===== config.mk =====
export PLATFORM = sky130hd
export DESIGN_NAME = mtd_ram
export DESIGN_NICKNAME = d
export VERILOG_FILES = /design/src/hw/rtl/mtd_ram.sv
export SDC_FILE = /design/constraint.sdc
export NUM_CORES = 1
export LEC_CHECK = 0
export BUFFER_PORTS_ARGS = -buffer_cell sky130_fd_sc_hd__buf_2
export CAP_MARGIN = 20
export CORE_MARGIN = 5
export CORE_UTILIZATION = 40
export DETAILED_ROUTE_END_ITERATION = 16
export PLACE_DENSITY = 0.64
export SLEW_MARGIN = 10
export SYNTH_ARGS = -nofsm -noshare
export SYNTH_HDL_FRONTEND = slang
export SYNTH_SLANG_ARGS = --single-unit

===== constraint.sdc =====
create_clock -name clk -period 1.5 [get_ports clk]
set_input_delay 0 -clock clk [delete_from_list [all_inputs] [get_ports clk]]
set_output_delay 0 -clock clk [all_outputs]
set_load 0.03 [all_outputs]

===== src/hw/rtl/mtd_ram.sv =====
// ----------------------------------------------------------------------------
// Generic RAM
// One write port and one read port with registered read data.
// ----------------------------------------------------------------------------
module mtd_ram #(
    parameter int WIDTH  = 8,
    parameter int DEPTH  = 64,
    parameter int ADDR_W = $clog2(DEPTH)
) (
    input  logic              clk,
    input  logic              we,
    input  logic [ADDR_W-1:0] waddr,
    input  logic [WIDTH-1:0]  wdata,
    input  logic [ADDR_W-1:0] raddr,
    output logic [WIDTH-1:0]  rdata
);

    logic [WIDTH-1:0] mem [DEPTH];

    always_ff @(posedge clk)
    begin
        if (we)
        begin
            mem[waddr] <= wdata;
        end
        rdata <= mem[raddr];
    end

endmodule


==> impl_metrics.py <==
metrics = {
    "cells_and_area": {
        "finalCoreUtilization_pct": 48.49,
        "ff_latch_area_sq_um": 15530,
        "multi_input_comb_area_sq_um": 4488,
        "nNetsFinal": 1176,
        "final.fill_count": 4056,
        "layout-drive-gt1-share_pct": 36.44,
        "area_growth_syn_to_fin_pct": 20.13,
        "n_antenna_cell": 0,
    },
    "global_route": {
        "globalRoute.totalOverflow": 0,
        "grt_antenna_before_repair": 6,
        "busiest_layer": "met2",
        "grt_pass1_vias": 10250,
        "grt_max_degree": 65,
        "grtUsageTotal_pct": 16.76,
        "groute.layer.met1.usage_pct": 24.02,
        "grt.met2_usage_pct": 26.05,
        "first_pass_grt_wire_length_um": 67770,
        "gr-usage-met3_pct": 4.028,
    },
    "synth": {
        "netlist.top_cell.by_area": "sky130_fd_sc_hd__edfxtp_1",
        "post_synth_fa_ha_maj_area_fraction_pct": 0,
        "most_instantiated_library_cell_after_synthesis": "sky130_fd_sc_hd__edfxtp_1",
        "netlist_top_cells_area": "sky130_fd_sc_hd__edfxtp_1 (76%), sky130_fd_sc_hd__mux4_2 (14%), sky130_fd_sc_hd__nor2_1 (1.5%)",
        "synth-seq-cells": 520,
        "ys_seq_area_share_pct": 77.03,
        "synth.yosys.warnings": 0,
        "yosys-top-cells-count": "sky130_fd_sc_hd__edfxtp_1 (512), sky130_fd_sc_hd__mux4_2 (126), sky130_fd_sc_hd__nor2_1 (83)",
        "syn-num-nets": 962,
        "synthXorXnorAreaFrac_pct": 0,
        "synth_edf_count": 512,
        "synth_cell_types": 40,
        "share_of_the_synthesized_area_in_compound_gates_ao_oa_aoi_oai_pct": 2.072,
        "share_of_flip_flops_with_an_asynchronous_set_or_reset_pct": 0,
        "synth_simple_gate_area_share_pct": 3.388,
        "syn_area_sq_um": 20170,
        "syn-instance-count": 940,
        "most_used_dff_post_synth": "sky130_fd_sc_hd__edfxtp_1",
        "synth_top_area_share_pct": 76.24,
        "synth_top_family_by_area": "multiplexers",
        "fraction_of_synthesized_area_in_multiplexers_pct": 15.94,
        "synth_area_per_cell_sq_um": 21.45,
    },
    "sta": {
        "post-route-worst-setup-slack_ps": -327.6,
        "worst-slew-pin-transition_ps": 755.9,
        "timing.final.max_slew_violations": 0,
        "min_period_over_period_pct": 121.8,
        "setup-violations-final": 8,
        "worst_slew_margin_rel_pct": 49.61,
        "hold_violations": 7,
        "clock_skew_ps": 19.92,
        "post-route-min-period_ps": 1828,
        "rsz0062_at_grt": "true",
        "hold_slack_ps": -158.6,
        "max_freq_mhz": 547.2,
    },
    "worst_hold_path": {
        "hold_path_class": "in2reg",
    },
    "floorplan": {
        "die-height_um": 234.5,
        "start_util_pct": 40.36,
        "number_of_standard_cell_rows_in_the_floorplan": 82,
        "design.core.area_sq_um": 49970,
        "die-area_sq_um": 55010,
        "die-width_um": 234.5,
        "i_o_pin_total": 30,
    },
    "clock_network": {
        "cts-buffers-inserted": 51,
        "tritoncts": "yes",
        "worstSkewPairLatency_ps": 610,
        "cts-htree-levels": 2,
        "clock-root-buffer": "sky130_fd_sc_hd__clkbuf_16",
        "clk_path_buf_depth": 3,
        "cts.sinks": 520,
        "clkSlewWorstSetupHoldPaths_ps": 60,
    },
    "worst_setup_path": {
        "critical_path_class": "reg2reg",
        "cp.arrival_ps": 2320,
        "critical_path.max_fanout": 1,
        "critical_path.startpoint_type": "flip-flop",
        "timing.critical_path.to_type": "flip-flop",
        "required_time_at_the_endpoint_of_the_critical_path_ps": 1990,
    },
    "route": {
        "detailedRoute.firstPassIterationCount": 5,
        "via_per_inst": 5.398,
        "routed_wirelength_um": 45460,
        "dr_total_vias": 10060,
        "post_drt_wl_per_cell_um": 24.40,
        "detailedRoute.firstIterationViolations": 1066,
        "ant_nets": 0,
        "route.detailed.drc": 0,
    },
    "run": {
        "maxCapViolCount": 0,
    },
    "placed_design": {
        "dp_hpwl_um": 28900,
        "gp_congestion": 0.8181,
        "io_buffers": 29,
    },
    "outcome": {
        "outcome": "complete, but fails checks",
        "failing_checks": "negative hold slack, negative setup slack",
    },
    "power": {
        "power.density_cell_area_nw_per_um2": 1242,
        "peakVddDrop_v": 0.0007682,
        "power.leakage_nw": 7.900,
    },
}
cell families after synthesis:
logic type             count (synthesis)
AO/OA/AOI/OAI                         54
AND/OR/NAND/NOR                      153
multiplexers                         162
buffers and inverters                 51
flip-flops                           520
per-stage QoR:
stage / setup slack, ps / power, mW / std cells / setup TNS, ps / instance area (sq um)
5_1_grt: -371.6 / 31.14 / 1863 / -2577 / 24230
6_report: -327.6 / 30.09 / 1863 / -2208 / 24230
4_1_cts: -333.4 / 30.33 / 1855 / -2236 / 24070
2_1_floorplan: -150.2 / 17.35 / 940 / -799.3 / 20240
3_5_place_dp: -676.2 / 18.23 / 1766 / -3879 / 22410
3_3_place_gp: -678.9 / 18.20 / 1766 / -3951 / 22410
report_power, final:
part	internal [mW]	leakage [nW]	total, mW	switching (mW)
registers	16.1	4.67	16.1	0.0608
clock network	6.77	0.766	12.1	5.32
logic	0.810	2.46	1.85	1.04
repair_timing:
| action | 4_1_cts | 5_1_grt |
|---|---|---|
| endpoints found under the setup margin | 8 | 8 |
| pin swaps | 6 | 4 |
| setup buffers | 0 | 0 |
| endpoints found under the hold margin | 77 | 77 |
| hold buffers | 2 | 4 |
| resized for setup | 22 | 7 |
flip-flops by register name, indices dropped and copies added (netlist names):
register	cells
rdata	8
mem	512
final timing paths:
| kind | startpoint | end | slack, ps | depth (start not counted) |
|---|---|---|---|---|
| worst max-delay path | mem[7][2]$_DFFE_PP_ | rdata[2]$_DFF_P_ | -330 | 5 |
| worst min-delay path | raddr[5] | rdata[0]$_DFF_P_ | -160 | 3 |
| worst max register to register | mem[7][2]$_DFFE_PP_ | rdata[2]$_DFF_P_ | -330 | 5 |
| worst min register to register | mem[6][7]$_DFFE_PP_ | rdata[7]$_DFF_P_ | 840 | 4 |
routing by layer:
layer	vias up	wire [um]
met4	10	980
li1	4355	-
met1	5279	19530
met3	68	3412
met5	-	70
met2	344	21470
layout make-up:
| type | instances | share of cell area (%) |
|---|---|---|
| Sequential cell | 520 | 64.13 |
| Multi-Input combinational cell | 369 | 18.53 |
| Timing Repair Buffer | 212 | 7.437 |
| Clock buffer | 60 | 5.408 |
| Tap cell | 672 | 3.471 |
| Clock inverter | 30 | 1.033 |
worst max-delay path: stages (launching register included):
cell,delay (ps)
sky130_fd_sc_hd__edfxtp_1,370
sky130_fd_sc_hd__mux4_2,520
sky130_fd_sc_hd__mux4_2,510
sky130_fd_sc_hd__nor2_1,110
sky130_fd_sc_hd__nor3_1,60
sky130_fd_sc_hd__o2bb2ai_1,130
cells in the final DEF (no fill, tap or decap), drive strengths merged, types with 4 or more instances in the layout:
| cell | n |
|---|---|
| a211oi | 4 |
| a221oi | 6 |
| buf | 205 |
| clkbuf | 61 |
| clkinv | 22 |
| dfxtp | 8 |
| dlygate4sd3 | 6 |
| edfxtp | 512 |
| mux2 | 13 |
| mux2i | 23 |
| mux4 | 126 |
| nand2 | 19 |
| nand2b | 7 |
| nand3 | 13 |
| nor2 | 83 |
| nor2b | 14 |
| nor3 | 7 |
| o21ai | 4 |
| o221ai | 8 |
| o22ai | 8 |
Note: power is estimated with default switching activity, not from simulation.
